==> src/gcb_pkg.sv <==
package gcb_pkg;

	// default screen size
	localparam int SCREEN_W_DEF = 320;
	localparam int SCREEN_H_DEF = 240;

	// command codes
	localparam logic [1:0] CMD_BEGIN = 2'd0;
	localparam logic [1:0] CMD_COVER = 2'd1;
	localparam logic [1:0] CMD_READ  = 2'd2;

	// fixed field widths
	localparam int CRD_W   = 12;
	localparam int RADDR_W = 17;
	localparam int WORD_W  = 16;

	// result queue
	localparam int OQ_DEPTH = 8;
	localparam int OQ_AW    = $clog2(OQ_DEPTH);
	localparam int CRED_W   = $clog2(OQ_DEPTH + 1);

	// one operation handed from the cursor stage to the store pipeline
	typedef struct packed {
		logic               rd;    // read beat, else pixel write
		logic               mode;  // 1: packed 4-bit gray
		logic               inr;   // read address inside the store
		logic [CRD_W-1:0]   x;
		logic [CRD_W-1:0]   y;
		logic [7:0]         v;     // gray level 255 - coverage
		logic [RADDR_W-1:0] raddr;
	} blit_op_t;

endpackage

==> src/gcb_outq.sv <==
module gcb_outq (
	input  logic                        clk,
	input  logic                        arst_n,
	input  logic                        take,
	input  logic                        push,
	input  logic [gcb_pkg::WORD_W-1:0]  push_data,
	input  logic                        out_ready,
	output logic                        out_valid,
	output logic [gcb_pkg::WORD_W-1:0]  read_data,
	output logic                        credit_ok
);

	logic [gcb_pkg::WORD_W-1:0] buf_q [gcb_pkg::OQ_DEPTH];
	logic [gcb_pkg::OQ_AW-1:0]  wp_q;
	logic [gcb_pkg::OQ_AW-1:0]  rp_q;
	logic [gcb_pkg::CRED_W-1:0] cnt_q;
	logic [gcb_pkg::CRED_W-1:0] cred_q;
	logic                       pop;

	assign out_valid = cnt_q != '0;
	assign read_data = buf_q[rp_q];
	assign pop       = out_valid && out_ready;
	assign credit_ok = cred_q < gcb_pkg::CRED_W'(gcb_pkg::OQ_DEPTH);

	always_ff @(posedge clk) begin
		if (push) begin
			buf_q[wp_q] <= push_data;
		end
	end

	// cred_q: reads accepted and not yet delivered
	always_ff @(posedge clk or negedge arst_n) begin
		if (!arst_n) begin
			wp_q   <= '0;
			rp_q   <= '0;
			cnt_q  <= '0;
			cred_q <= '0;
		end else begin
			if (push) begin
				wp_q <= wp_q + gcb_pkg::OQ_AW'(1);
			end
			if (pop) begin
				rp_q <= rp_q + gcb_pkg::OQ_AW'(1);
			end
			cnt_q  <= cnt_q + gcb_pkg::CRED_W'(push) - gcb_pkg::CRED_W'(pop);
			cred_q <= cred_q + gcb_pkg::CRED_W'(take) - gcb_pkg::CRED_W'(pop);
		end
	end

endmodule

==> config.mk <==
export PLATFORM = sky130hd
export DESIGN_NAME = gcb_outq
export DESIGN_NICKNAME = d
export VERILOG_FILES = /design/src/gcb_pkg.sv /design/src/gcb_outq.sv
export SDC_FILE = /design/constraint.sdc
export NUM_CORES = 1
export LEC_CHECK = 0
export ABC_AREA = 1
export BUFFER_PORTS_ARGS = -buffer_cell sky130_fd_sc_hd__buf_2
export CORE_ASPECT_RATIO = 1.2
export CORE_UTILIZATION = 65
export CTS_CLUSTER_DIAMETER = 150
export DETAILED_ROUTE_END_ITERATION = 8
export PLACE_DENSITY = 0.86
export SETUP_SLACK_MARGIN = 0.02
export SLEW_MARGIN = 15
export SYNTH_ARGS = -nofsm -noshare
export SYNTH_HDL_FRONTEND = slang
export SYNTH_SLANG_ARGS = --single-unit
export TNS_END_PERCENT = 10
==> constraint.sdc <==
create_clock -name clk -period 3.95 [get_ports clk]
set_input_delay 0.9875 -clock clk [delete_from_list [all_inputs] [get_ports clk]]
set_output_delay 0.9875 -clock clk [all_outputs]
set_load 0.03 [all_outputs]
-- Word level (Yosys, flattened, before mapping)
Memories as Yosys holds them, arrays and structs flattened.
Index checks and enable logic that the tools add are counted.
- add/subtract/negate cells: 6
- magnitude comparators: 1
- muxes and demuxes: 2
- reduce and logical (&&, ||, !) cells: 2
- operators with widths (operator ; count):
    $add 4x1->4 ; 2
    $sub 4x1->4 ; 2
    $add 3x1->3 const B ; 2
    $lt 4x4->1 const B ; 1
    $reduce_bool 4->1 ; 1
    $mux 1 ; 2
    $logic_and 1x1->1 ; 1
- flip-flop bits (word level): 14
- RAM bits: 128
- output and inout port bits: 18
- memories: 1
- memories (name ; words ; width ; rd ports ; clocked after Yosys merged registers in ; write ports ; RTL line ; source):
    buf_q ; 8 ; 16 ; 1 ; 0 ; 1 ; gcb_outq.sv:13 ; logic [gcb_pkg::WORD_W-1:0] buf_q [gcb_pkg::OQ_DEPTH];

-- Logic depth before layout (Yosys ltp)
- depth in word-level cells: 3
- mapped depth: 10
- depth with buffers taken out: 10

-- Worst setup path before layout
OpenSTA, ideal clock, no wires.
- path kind: in2reg
- from: in push
- to: mem buf_q[0][0] (netlist name), enable pin
- library setup time: 0.388 ns
- arrival: 2.032 ns
- slack: 1.529 ns
- stages on the path: 3
- path through: inv_1 or2_2 nor2_1
- cells in the longest elaborated chain, start to end: 2
- RTL lines (item ; RTL line ; source):
    from (decl) ; gcb_outq.sv:5 ; input logic push,
    $mux 1 ; gcb_outq.sv:26 ; if (push) begin
    $mux 1 (not written as such) ; gcb_outq.sv:27 ; buf_q[wp_q] <= push_data;
    to (decl) ; gcb_outq.sv:13 ;
Every way passes these cells.

-- Worst setup path in the final report
- from: reg rp_q[0] (netlist name)
- to: out read_data[5] (netlist name)
- cells in the longest elaborated chain, start to end: 1
- RTL lines (item ; RTL line ; source):
    from (decl) ; gcb_outq.sv:15 ; logic [gcb_pkg::OQ_AW-1:0] rp_q;
    from (signal assigned) ; gcb_outq.sv:43 ; rp_q <= rp_q + gcb_pkg::OQ_AW'(1);
    $mem_v2 8x16 ; n/a ;
    to (decl) ; gcb_outq.sv:9 ; output logic [gcb_pkg::WORD_W-1:0] read_data,
Every way passes these cells.

==> results.json <==
{
  "required_ns": 2.96,
  "tns_ns": 0,
  "synth_top_area_cell": "edfxtp_1",
  "dr.pass1.iters": 5,
  "layout_common_cells": "nand2_1, inv_1, edfxtp_1, nand3_1, buf_2",
  "synthDistinctLibCells": 18,
  "clkLatencyLatePin_ns": 0.42,
  "ioPinCount": 39,
  "maxSlewViolCount": 0,
  "rows": 39,
  "syn-cell-area_sq_um": 6470,
  "cts_setup_buffers": 0,
  "post-route-period-util_pct": 88.5,
  "place.gp.congestion": 0.799,
  "final_common_cell": "nand2_1",
  "drive_above_1_share_pct": 11.7,
  "outcome": "complete, no violations",
  "ys.warnings.count": 0,
  "grt_overflow": 0,
  "start_kind": "register",
  "core-area_sq_um": 9610,
  "drt_iter0_markers": 562,
  "first_global_vias": 4511,
  "drc_errors": 0,
  "start_util_pct": 67.3,
  "num_vias": 4533,
  "dieArea_sq_um": 10400,
  "finalSetupViolations": 0,
  "p_leak_nw": 3.52,
  "nets": 720,
  "cp_max_fo": 65,
  "cts_resized": 0,
  "seq_area_sq_um": 4200,
  "clk_pin_slew_ns": 0.06,
  "max_freq_mhz": 286,
  "hold_viol": 0,
  "p_per_area_nw_per_um2": 791,
  "final.min_clock_period_ns": 3.50,
  "portBuffers": 38,
  "arrival_ns": 2.51,
  "hold_path_class": "in -> async",
  "cts_buffers": 17,
  "avgRoutedWirePerCell_microns": 17.3,
  "end_kind": "output port",
  "final_util_pct": 76.2,
  "drt_wl_total_microns": 14200,
  "antennaDiodeCount": 0,
  "syn_nets": 673,
  "synth_area_leaders": "edfxtp_1, nand2_1, inv_1",
  "ctsHoldBuffers": 0,
  "avgViaCountPerCell": 5.50,
  "timing_worst_setup_path_type": "reg -> out",
  "grt_pass1_wl_microns": 22500,
  "grt_antenna_before_repair": 0,
  "area_growth_pct": 13.3,
  "grt_max_degree": 66,
  "tritoncts": "yes",
  "die_w_microns": 93.1,
  "netlist_instances": 641,
  "n_fill_cell": 530,
  "synth-seq-area-share_pct": 64.8,
  "clock_path_buffers": 2,
  "r2r_setup_slack_ns": 1.96,
  "cts_sinks": 142,
  "vdd.ir_drop.worst_mv": 0.510,
  "root_buffer": "clkbuf_16",
  "multiInputGateArea_sq_um": 1480,
  "slew_headroom_pct": 25.0,
  "dp_hpwl_microns": 7620,
  "tightest_slew_ns": 1.12,
  "grtUsageTotal_pct": 29.9,
  "drtAntennaViolNets": 0,
  "avgSynthCellArea_sq_um": 10.1,
  "synth_top_area_share_pct": 59.4,
  "htreeDepth": 4,
  "ys_ff_latch": 142,
  "rsz0062_at_grt": "no",
  "finClkSkew_ns": 0.00504,
  "fp.dieH_microns": 111,
  "maxCapViolations": 0
}
## sequential cells by signal (all words and copies together) (netlist names)
| signal | flops |
|---|---|
| cred_q | 4 |
| rp_q | 3 |
| cnt_q | 4 |
| buf_q | 128 |
| wp_q | 3 |
## power by group
group | internal [W] | total (W) | switching [W] | leakage, nW
logic | 0.000597 | 0.00209 | 0.00149 | 1.87
registers | 0.00186 | 0.00194 | 0.0000830 | 1.33
clock network | 0.00118 | 0.00176 | 0.000584 | 0.317
total | 0.00363 | 0.00579 | 0.00216 | 3.52
## stage by stage
stage	worst slack [ns]	power [W]	instance area [sq um]	instances	hold WS, ns
6_report	0.454	0.00579	7330	824	0.457
5_1_grt	0.337	0.00607	7330	824	0.477
4_1_cts	0.498	0.00577	7330	824	0.457
3_5_place_dp	1.09	0.00398	6680	792	0.537
3_3_place_gp	1.21	0.00387	6680	792	0.507
2_1_floorplan	1.53	0.00360	6470	641	0.490
## cell usage after synthesis (all sizes together)
library cell	count
a21oi	2
clkbuf	5
dfrtp	14
buf	19
nand2	225
inv	147
or2	1
nand3	70
o21ai	3
fa	2
edfxtp	128
xor2	5
xnor2	3
nor2	8
ha	9
## cell type report
cell class	count	area share, %
clock inverters	13	2.99
well taps	123	2.10
clock buffers	19	5.91
inverters	147	7.53
flip-flops and latches	142	57.3
repair buffers	52	4.03
multi-input cells	328	20.2
## worst max-delay path, stage by stage (launching register included)
cell,delay (ns)
dfrtp_2,0.42
inv_2,0.81
nand2_1,0.21
nand3_1,0.18
nand2_1,0.10
nand2_1,0.09
nand2_1,0.08
buf_2,0.18
## cell families (layout without fill, tap and decap cells)
group | count (synthesis) | after routing | share of synthesized area, %
buffers and inverters | 171 | 231 | 12.3
and+or+nand+nor | 304 | 304 | 19.0
AOI/OAI and AO/OA | 5 | 5 | 0.387
xor gates and xnor gates | 8 | 8 | 1.08
adders and majority gates | 11 | 11 | 2.36
DFF | 142 | 142 | 64.8
## metal layers
| metal | share of wire, % | wire length [microns] | vias to the layer above | global-route usage (%) |
|---|---|---|---|---|
| met3 | 9.5 | 1350 | 71 | 6.93 |
| met5 | 0 | 0 | - | 0 |
| li1 | - | - | 2083 | - |
| met2 | 52 | 7350 | 282 | 49.9 |
| met1 | 35 | 4920 | 2097 | 35.2 |
| met4 | 4.4 | 624 | 0 | 16.8 |
## worst paths after layout
| kind | start | endpoint | cells past startpoint |
|---|---|---|---|
| max in group asynchronous | arst_n | rp_q[0] | 1 |
| max | rp_q[0] | read_data[5] | 7 |
| min in group clk | wp_q[0] | wp_q[0] | 2 |
| min | arst_n | cred_q[0] | 1 |
| max reg2reg | cnt_q[2] | cred_q[1] | 10 |
| min reg2reg | wp_q[0] | wp_q[0] | 2 |
(Power assumes the default switching activity.)
