--- src/gcb_pkg.sv ---
package gcb_pkg;

	// default screen size
	localparam int SCREEN_W_DEF = 320;
	localparam int SCREEN_H_DEF = 240;

	// command codes
	localparam logic [1:0] CMD_BEGIN = 2'd0;
	localparam logic [1:0] CMD_COVER = 2'd1;
	localparam logic [1:0] CMD_READ  = 2'd2;

	// fixed field widths
	localparam int CRD_W   = 12;
	localparam int RADDR_W = 17;
	localparam int WORD_W  = 16;

	// result queue
	localparam int OQ_DEPTH = 8;
	localparam int OQ_AW    = $clog2(OQ_DEPTH);
	localparam int CRED_W   = $clog2(OQ_DEPTH + 1);

	// one operation handed from the cursor stage to the store pipeline
	typedef struct packed {
		logic               rd;    // read beat, else pixel write
		logic               mode;  // 1: packed 4-bit gray
		logic               inr;   // read address inside the store
		logic [CRD_W-1:0]   x;
		logic [CRD_W-1:0]   y;
		logic [7:0]         v;     // gray level 255 - coverage
		logic [RADDR_W-1:0] raddr;
	} blit_op_t;

endpackage

--- src/gcb_walk.sv ---
module gcb_walk #(
	parameter int SCREEN_W = gcb_pkg::SCREEN_W_DEF,
	parameter int SCREEN_H = gcb_pkg::SCREEN_H_DEF
) (
	input  logic                        clk,
	input  logic                        arst_n,
	input  logic                        acc,
	input  logic [1:0]                  cmd,
	input  logic signed [11:0]          pos_x,
	input  logic signed [11:0]          pos_y,
	input  logic [7:0]                  glyph_width,
	input  logic [7:0]                  glyph_rows,
	input  logic [7:0]                  coverage,
	input  logic [16:0]                 read_address,
	input  logic                        cfg_we,
	input  logic                        cfg_wdata,
	output logic                        op_vld_s1,
	output gcb_pkg::blit_op_t           op_s1
);

	localparam int DEPTH = SCREEN_W * SCREEN_H;
	localparam int AW    = $clog2(DEPTH);
	localparam int CMP_W = (AW + 1 > gcb_pkg::RADDR_W) ? AW + 1 : gcb_pkg::RADDR_W;

	logic        mode_q;
	logic [11:0] org_col_q;
	logic [11:0] org_row_q;
	logic [7:0]  span_cols_q;
	logic [7:0]  span_rows_q;
	logic [7:0]  col_q;
	logic [8:0]  row_q;

	logic        live;
	logic        wrap;
	logic [8:0]  col_nx;
	logic [12:0] x;
	logic [12:0] y;
	logic        onscr;
	logic        draw;
	logic        inr;

	always_comb begin
		live   = (span_cols_q != 8'd0) && (row_q < {1'b0, span_rows_q});
		col_nx = {1'b0, col_q} + 9'd1;
		wrap   = col_nx >= {1'b0, span_cols_q};
		x      = {org_col_q[11], org_col_q} + {5'd0, col_q};
		y      = {org_row_q[11], org_row_q} + {4'd0, row_q};
		onscr  = !x[12] && !y[12] && (x < 13'(SCREEN_W)) && (y < 13'(SCREEN_H));
		draw   = live && (coverage != 8'd0) && onscr;
		inr    = CMP_W'(read_address) < CMP_W'(DEPTH);
	end

	always_ff @(posedge clk or negedge arst_n) begin
		if (!arst_n) begin
			mode_q <= 1'b0;
		end else if (cfg_we) begin
			mode_q <= cfg_wdata;
		end
	end

	// glyph cursor
	always_ff @(posedge clk or negedge arst_n) begin
		if (!arst_n) begin
			org_col_q   <= '0;
			org_row_q   <= '0;
			span_cols_q <= '0;
			span_rows_q <= '0;
			col_q       <= '0;
			row_q       <= '0;
		end else if (acc) begin
			case (cmd)
				gcb_pkg::CMD_BEGIN: begin
					org_col_q   <= pos_x;
					org_row_q   <= pos_y;
					span_cols_q <= glyph_width;
					span_rows_q <= glyph_rows;
					col_q       <= '0;
					row_q       <= '0;
				end
				gcb_pkg::CMD_COVER: begin
					if (live) begin
						if (wrap) begin
							col_q <= '0;
							row_q <= row_q + 9'd1;
						end else begin
							col_q <= col_nx[7:0];
						end
					end
				end
				default: begin
				end
			endcase
		end
	end

	always_ff @(posedge clk or negedge arst_n) begin
		if (!arst_n) begin
			op_vld_s1 <= 1'b0;
		end else begin
			op_vld_s1 <= acc && ((cmd == gcb_pkg::CMD_READ) ||
				((cmd == gcb_pkg::CMD_COVER) && draw));
		end
	end

	always_ff @(posedge clk) begin
		op_s1.rd    <= (cmd == gcb_pkg::CMD_READ);
		op_s1.mode  <= mode_q;
		op_s1.inr   <= inr;
		op_s1.x     <= x[11:0];
		op_s1.y     <= y[11:0];
		op_s1.v     <= ~coverage;
		op_s1.raddr <= read_address;
	end

endmodule

--- config.mk ---
export PLATFORM = sky130hd
export DESIGN_NAME = gcb_walk
export DESIGN_NICKNAME = d
export VERILOG_FILES = /design/src/gcb_pkg.sv /design/src/gcb_walk.sv
export SDC_FILE = /design/constraint.sdc
export NUM_CORES = 1
export LEC_CHECK = 0
export BUFFER_PORTS_ARGS = -buffer_cell sky130_fd_sc_hd__buf_2
export CAP_MARGIN = 20
export CORE_MARGIN = 5
export CORE_UTILIZATION = 53
export CTS_CLUSTER_DIAMETER = 50
export CTS_CLUSTER_SIZE = 40
export DETAILED_ROUTE_END_ITERATION = 10
export PLACE_DENSITY_LB_ADDON = 0.15
export SETUP_SLACK_MARGIN = 0.4
export SYNTH_ARGS = -nofsm -noshare
export SYNTH_HDL_FRONTEND = slang
export SYNTH_SLANG_ARGS = --single-unit
export TNS_END_PERCENT = 30
--- constraint.sdc ---
create_clock -name clk -period 3.11 [get_ports clk]
set_input_delay 0.311 -clock clk [delete_from_list [all_inputs] [get_ports clk]]
set_output_delay 0.311 -clock clk [all_outputs]
set_load 0.02 [all_outputs]
* Yosys cells after proc, flatten, opt, wreduce, memory -nomap -nowiden
Index checks and enable logic that the tools add are counted.
** Storage, ports and cells
- Register bits :: 111
- Output and inout port bits :: 53
- Bits of input ports :: 72
- Word-level logic and storage cells :: 53
** Cells by class
- Mux-type cells :: 6
- Order comparisons :: 5
- Reductions and logical operators :: 18
- Bitwise logic cells :: 1
- Add/subtract/negate cells :: 4
- Equal/unequal tests :: 4
** Operators by type and width (number)
- $mux 9 :: 2
- $pmux 9 s2 :: 1
- $lt 17x17->1 const B :: 1
- $mux 8 :: 2
- $pmux 8 s2 :: 1
- $reduce_bool 8->1 :: 2
- $add 12x10->13 :: 1
- $add 12x9->13 :: 1
- $lt 13x8->1 const B :: 1
- $lt 13x9->1 const B :: 1
- $add 8x1->9 const B :: 1
- $add 9x1->9 const B :: 1
- $ge 9x8->1 :: 1
- $lt 9x8->1 :: 1
- $logic_and 1x1->1 :: 8
- $not 8->8 :: 1
- $ne 2x2->1 const B :: 2
- $reduce_and 4->1 :: 1
- $reduce_and 3->1 :: 1
- $eq 2x1->1 const B :: 1
- $eq 2x2->1 const B :: 1
- $logic_not 1->1 :: 2
- $logic_not 2->1 :: 1
- $reduce_and 2->1 :: 1
- 2 further kinds :: 2

* Logic depth before layout (Yosys ltp)
Gate-level depths: netlist of run 1.
- Depth in word-level cells :: 9
- Gate-level depth with buffers :: 13

* Worst setup path after synthesis of run 1
Ideal clock, no wire load.
- Path type :: reg2reg
- Start :: reg col_q[1]
- End :: reg col_q[2]
- Arrival time :: 2700 ps
- Required time :: 3027 ps
- Cell stages (with the launch flop) :: 14
- Setup slack :: 327 ps
- Setup time :: 83 ps
- Cells stage by stage :: dfrtp_1 > ha_1 > nand3_1 > nor2_1 > xor2_1 > ha_1 > a21oi_1 > o21ai_0 > or3_1 > a31oi_1 > o21ai_2 > nor3_2 > nand2_1 > o21ai_0
** Between the ends
- Cells in the longest elaborated chain, start to end :: 5
** RTL lines
- start: declaration :: RTL line gcb_walk.sv:30 : logic [7:0] col_q;
- start signal: assignment :: RTL line gcb_walk.sv:86 : col_q <= col_nx[7:0];
- $add 8x1->9 * :: RTL line gcb_walk.sv:44 : col_nx = {1'b0, col_q} + 9'd1;
- $ge 9x8->1 :: RTL line gcb_walk.sv:45 : wrap = col_nx >= {1'b0, span_cols_q};
- $mux 8 * :: RTL line gcb_walk.sv:82 : if (wrap) begin
- $mux 8 * :: RTL line gcb_walk.sv:81 : if (live) begin
- $pmux 8 s2 * :: RTL line gcb_walk.sv:71 : case (cmd)
Mark *: on every way between the ends. The rest lies on a longest branch, timed or not. The select of a mux whose other input is x is not followed.
A chain may end at the register's enable or synchronous reset.

* Final worst setup path of run 1
- Start :: reg col_q[0]
- End :: reg col_q[4]
Same word-level chain as after synthesis.

==> summary.txt, run 1 <==
Synthesis
  – Top cell type's share of synthesized area: 29.7%
  – Most used DFF post-synth: dfrtp_1
  – Adder-cell share of the synthesized area: 9.37%
  – Largest family of logic cells by synthesized area: compound AO/OA/AOI/OAI gates
  – Synth warn: 0
  – Syn_nets: 567
  – Avg Cell Area, Syn: 10.8 µm²
  – Post-synth top area cell: dfrtp_1
  – Complex-gate fraction of the synthesized area: 13.4%
  – Post-synthesis async set-or-reset flop share: 53.2%
  – #FFs+latches synth: 111
  – Portion of netlist area occupied by mux cells: 6.12%
  – Seq/Total Area, Yosys: 50.7%
  – Post-Synth Simple-Gate Area: 12.6%
  – Cell count after synthesis: 459
  – Post-synth cell types: 60
  – Post-Synth XOR/XNOR Area: 4.94%
  – Post-synth EDFFs: 0
  – Synth top area cells: dfrtp_1, dfxtp_1, ha_1
  – Netlist Area Pre-Place: 4970 µm²

Floorplanning
  – Die W: 107 µm
  – Core ar.: 9200 µm²
  – FP Rows: 35
  – Initial Util: 54.0%
  – Die area: 11,400 µm²
  – Boundary Pins: 125
  – Chip height: 107 µm

CTS
  – Worst-skew pair later-pin latency: 380 ps
  – Root buffer cell: clkbuf_8
  – CTS buffer count: 9
  – H-tree Lvls: 3
  – Max Buffers Root-to-Sink: 2
  – Hold buffers post-CTS: 0
  – Clk slew on worst S/H paths: 110 ps
  – TritonCTS clock tree: done
  – TritonCTS Sinks: 111

Global routing
  – Largest net degree at the start of global routing: 31
  – First-pass GRT wire length: 18,500 µm
  – GRT Total Usage: 20.3%
  – Vias in the first global route: 3,892
  – Grt ovf: 0
  – Initial antenna violation count: 0

Detailed routing
  – DRT Wirelength: 11,500 µm
  – Routed len/inst: 15.7 µm
  – Residual DRC: 0
  – Total number of vias: 3,907
  – Routed Antenna Nets: 0
  – DRT Pass-1 Iters: 4
  – DR vias/cell: 5.34
  – 1st-iter DRT viols: 160

Run
  – Max-cap violations: 0

Place
  – Port bufs: 124
  – Placer Congestion: 0.843
  – DP Wirelength: 8320 µm

Cells and area
  – Register Area: 2520 µm²
  – Share of layout cells above drive strength 1: 39.2%
  – Layout area overhead: 28.1%
  – Final Net Count: 723
  – Fill cell count: 687
  – Ant diodes: 0
  – Area of the multi-input gates: 2500 µm²

Worst setup path
  – Worst path cell trace: ha_4 -> nand3_2 -> nor2_4 -> xor2_1 -> ha_1 -> a21oi_2 -> o21ai_1 -> or3_1 -> a31oi_2 -> o21ai_2 -> nor3_4 -> buf_4 -> a22o_1
  – Setup CP Type: reg2reg
  – Max stage delay on crit path: 450 ps
  – Slowest CP cell: dfrtp_2
  – Worst Setup Start Kind: flip-flop
  – Critical Path RT: 3430 ps
  – CP bufs+invs: 1
  – CP Capture Type: flip-flop
  – CP arrival: 3060 ps
  – Worst-path maximum fanout: 7
  – Largest delay share family, worst path: simple AND/OR/NAND/NOR gates

STA
  – Count of pins over their slew limit: 0
  – RSZ-0062 raised after global routing: yes
  – Fmax: 0.365 GHz
  – Hold WS: -8.11 ps
  – Rel. slew slack: 49.1%
  – Final Skew: 14.4 ps
  – Final hold vios: 6
  – Period minus WS final: 2740 ps
  – Setup_tns: 0 ps
  – Setup violators final: 0
  – Slew @ Worst Pin: 764 ps
  – Final worst-path cycle share: 88.2%

Power and ir drop
  – Power Density: 574 nW/µm²
  – Max VDD drop: 0.000482 V
  – Pleak: 3.04 nW

Min path
  – Min-Delay Path Class: in2async

Run status
  – Outcome: finished, violations left
  – Failing checks: negative hold slack
worst reg2reg max path, stage by stage (launching register included):
cell and delay, ps:
dfrtp_2 450, ha_4 160, nand3_2 110, nor2_4 120, xor2_1 150, ha_1 280, a21oi_2 140, o21ai_1 60
or3_1 320, a31oi_2 200, o21ai_2 130, nor3_4 280, buf_4 170, a22o_1 110
cell usage after synthesis (all sizes together), types with 2 or more instances:
cell type,instances
nand2b,7
and2,3
ha,34
nand4,10
nor4,6
o21ai,36
nand2,40
or3,3
and3,4
clkbuf,8
xor2,15
a211oi,5
nand3,15
dfrtp,59
buf,2
o22ai,2
a22o,4
fa,2
nor3,6
a31oi,2
a21oi,18
nor2b,6
xnor2,13
o41a,2
a21o,6
o2111ai,4
o21a,2
inv,28
nor2,21
mux2,27
dfxtp,52
o21bai,2
a2111oi,2
final cells by class:
class	instances	share of cell area, %
Inverter	28	1.65
Timing Repair Buffer	155	14.1
Clock inverter	7	1.22
Tap cell	111	2.18
Sequential cell	111	39.7
Multi-Input combinational cell	310	39.3
Clock buffer	9	1.95
report_power, final:
group,leakage (nW),switching [mW],internal [mW]
Combinational,1.77,0.548,0.438
Sequential,1.17,0.136,1.66
Clock,0.101,0.494,0.381
Total,3.04,1.18,2.48
cell families after synthesis:
logic type | after synthesis
AO/OA/AOI/OAI | 94
XOR/XNOR | 28
adder cells (fa/ha/maj) | 36
buffers and inverters | 38
flip-flops | 111
multiplexers | 27
AND/OR/NAND/NOR | 125
cells in the final DEF, fill, tap and decap left out, types with 4 or more instances in the layout:
cell type  instances
a21o_1             6
a21oi_1           15
a22o_1             4
buf_2            124
buf_4             27
clkbuf_8           9
dfrtp_1           54
dfrtp_2            5
dfxtp_1           52
ha_1              30
inv_1             27
mux2_2            26
nand2_1           37
nand2b_1           7
nand3_1           13
nand4_1            9
nor2_1            17
nor2b_1            6
nor3_1             5
nor4_1             5
o21ai_0           27
o21ai_1            8
xnor2_1           12
xor2_1            14
sequential cells by signal, indices dropped and copies added, names as in the netlist:
name and cells:
row_q 9, org_row_q 12, span_rows_q 8, op_s1 52, mode_q 1, op_vld_s1 1
col_q 8, org_col_q 12, span_cols_q 8
worst paths after layout:
| kind | startpoint | to | slack, ps | cells past startpoint |
|---|---|---|---|---|
| max in group asynchronous | arst_n | row_q[0] | 2500 | 2 |
| max | col_q[0] | col_q[4] | 370 | 13 |
| min reg2reg | mode_q | op_s1[50] | 390 | 0 |
| min in group clk | read_address[2] | op_s1[2] | 20 | 1 |
| min | arst_n | org_row_q[5] | -8 | 1 |
| max reg2reg | col_q[0] | col_q[4] | 370 | 13 |
per-stage QoR:
step	setup WS, ps	std cells	power [mW]	cell area (µm²)	util, %
6_report	368	731	3.65	6360	69.2
5_1_grt	201	731	3.88	6360	69.2
4_1_cts	283	720	3.65	6190	67.4
3_5_place_dp	67.7	689	2.70	5770	62.8
3_3_place_gp	230	689	2.67	5770	62.8
2_1_floorplan	418	459	2.39	4980	-
layer usage:
metal | part of all wire [%] | vias up | track usage (%)
li1 | - | 1937 | -
met1 | 42 | 1887 | 24.7
met2 | 53 | 69 | 36.2
met3 | 3.1 | 14 | 3.97
met4 | 1.5 | 0 | 6.48
met5 | 0 | - | 0
what timing repair did:
action,CTS,global route
endpoints found under the setup margin,18,18
pin swaps,11,13
buffers inserted,15,11
cloned,0,0
endpoints found under the hold margin,0,0
resized for setup,25,16
(Power assumes the default switching activity.)
==> inputs of run 2 (changes only) <==
--- a/config.mk
+++ b/config.mk
@@ -8,12 +8,11 @@
 export BUFFER_PORTS_ARGS = -buffer_cell sky130_fd_sc_hd__buf_2
 export CAP_MARGIN = 20
 export CORE_MARGIN = 5
-export CORE_UTILIZATION = 53
+export CORE_UTILIZATION = 50
 export CTS_CLUSTER_DIAMETER = 50
 export CTS_CLUSTER_SIZE = 40
 export DETAILED_ROUTE_END_ITERATION = 10
 export PLACE_DENSITY_LB_ADDON = 0.15
-export SETUP_SLACK_MARGIN = 0.4
 export SYNTH_ARGS = -nofsm -noshare
 export SYNTH_HDL_FRONTEND = slang
 export SYNTH_SLANG_ARGS = --single-unit
==> summary.txt, run 2 (synthesis results as in run 1) <==
STA
  – Worst Setup Slack, final: 152 ps
  – Slew @ Worst Pin: 754 ps
  – Hold WS: 28.2 ps
  – Setup violators final: 0
  – Rel. slew slack: 49.8%
  – Final worst-path cycle share: 95.1%
  – Count of pins over their slew limit: 0
  – Period minus WS final: 2960 ps
  – Setup_tns: 0 ps
  – Final hold vios: 0
  – RSZ-0062 raised after global routing: no
  – Fmax: 0.338 GHz
  – Final Skew: 10.3 ps

Floorplanning
  – Core ar.: 9730 µm²
  – Boundary Pins: 125
  – Chip height: 110 µm
  – Die W: 110 µm
  – Die area: 12,000 µm²
  – Initial Util: 51.0%
  – FP Rows: 36

Detailed routing
  – 1st-iter DRT viols: 155
  – DRT Pass-1 Iters: 4
  – Routed len/inst: 14.9 µm
  – Residual DRC: 0
  – Met2 Routed Length: 5930 µm
  – Routed length on met1: 4500 µm
  – DR vias/cell: 5.17
  – Routed Antenna Nets: 0
  – DRT Wirelength: 11,100 µm
  – DR top layer: met4
  – Routed wl met3: 537 µm
  – Total number of vias: 3,848

Place
  – Placer Congestion: 0.873
  – Setup WS pre-CTS: 83.1 ps
  – DP Wirelength: 8350 µm
  – Port bufs: 124

CTS
  – Max Buffers Root-to-Sink: 2
  – TritonCTS clock tree: done
  – H-tree Lvls: 3
  – CTS buffer count: 9
  – Clk slew on worst S/H paths: 100 ps
  – Worst-skew pair later-pin latency: 390 ps
  – Root buffer cell: clkbuf_8
  – TritonCTS Sinks: 111

Cells and area
  – Largest registers: op_s1: 52 flops, org_col_q: 12 flops, org_row_q: 12 flops
  – Most common cell after layout, fill and taps aside: buf_2
  – Ant diodes: 0
  – Commonest cells after routing, fill and taps aside: buf_2, dfrtp_1, dfxtp_1
  – Largest register by flop count: op_s1
  – Layout area overhead: 24.5%
  – Share of layout cells above drive strength 1: 32.5%
  – Area of the multi-input gates: 2350 µm²
  – Fill cell count: 848
  – Max reg flops: 52
  – Register Area: 2520 µm²
  – Final Net Count: 715

Worst setup path
  – Critical Path RT: 3390 ps
  – Max stage delay on crit path: 370 ps
  – Worst path cell trace: ha_2 -> nand3_1 -> nor2_2 -> xor2_1 -> ha_1 -> a21oi_1 -> o21ai_0 -> or3_1 -> a31oi_4 -> o21ai_4 -> buf_4 -> nand2_1 -> mux2_2
  – Worst-path maximum fanout: 7
  – Setup CP Type: reg2reg
  – Largest delay share family, worst path: simple AND/OR/NAND/NOR gates
  – CP Capture Type: flip-flop
  – Worst Setup Start Kind: flip-flop
  – CP bufs+invs: 1
  – Slowest CP cell: dfrtp_1
  – CP arrival: 3240 ps

Power and ir drop
  – Total power: 3.53 mW
  – Max VDD drop: 0.000440 V
  – Pleak: 2.97 nW
  – Power Density: 572 nW/µm²

Global routing
  – Vias in the first global route: 3,874
  – Grt ovf: 0
  – GRT Total Usage: 19.0%
  – Largest net degree at the start of global routing: 63
  – Initial antenna violation count: 0
  – First-pass GRT wire length: 17,600 µm

Run status
  – Outcome: complete, no violations

Min path
  – Min-Delay Path Class: in2reg

Run
  – Max-cap violations: 0
## run 2: changes by cell type in the layout (fill, tap and decap cells not counted), moves of 3 or more
cell | previous run | this run
buf_4 | 27 | 10
dfrtp_1 | 54 | 58
dfrtp_2 | 5 | 1
dlygate4sd3_1 | 0 | 11
ha_1 | 30 | 33
ha_4 | 3 | 0
nand2_1 | 37 | 40
o21ai_0 | 27 | 33
o21ai_1 | 8 | 2
## run 2: path summary, 6_finish.rpt
check                      cells after the start             from  slack [ps]           end
setup / recovery                              13         col_q[1]         150      row_q[0]
hold / removal                                 1  read_address[4]          30      op_s1[4]
setup reg to reg                              13         col_q[1]         150      row_q[0]
hold reg to reg                                0           mode_q         380     op_s1[50]
max in group asynchronous                      3           arst_n        1970      col_q[2]
min in group asynchronous                      2           arst_n         520  org_row_q[3]
## run 2: repair_timing
item | 4_1_cts | 5_1_grt
hold buffers | 10 | 1
resized for setup | 0 | 8
buffers inserted | 0 | 5
hold endpoints to repair | 38 | 1
endpoints found under the setup margin | 0 | 8
## run 2: layout make-up
type / count / area share (%)
Tap cell: 133 / 2.69
Inverter: 28 / 1.70
Multi-Input combinational cell: 310 / 38.1
Sequential cell: 111 / 40.7
Timing Repair Buffer: 147 / 13.7
Clock inverter: 5 / 0.628
Clock buffer: 11 / 2.47
## run 2: where the power goes
group,switching (mW),internal (mW)
sequential,0.119,1.66
combinational,0.528,0.398
clock,0.487,0.348
total,1.13,2.40
## run 2: through the flow
stage,instances,util [%],instance area (µm²)
after floorplan,459,-,4970
after global placement,713,59.6,5800
after detailed placement,713,59.6,5800
after CTS,739,62.6,6090
after global routing,745,63.5,6180
final,745,63.5,6180
## run 2: layer usage
metal  track usage (%)  vias to the layer above
met5                 0                        -
met1              22.1                     1848
li1                  -                     1918
met3              5.75                       10
met4              4.90                        0
met2              34.1                       72
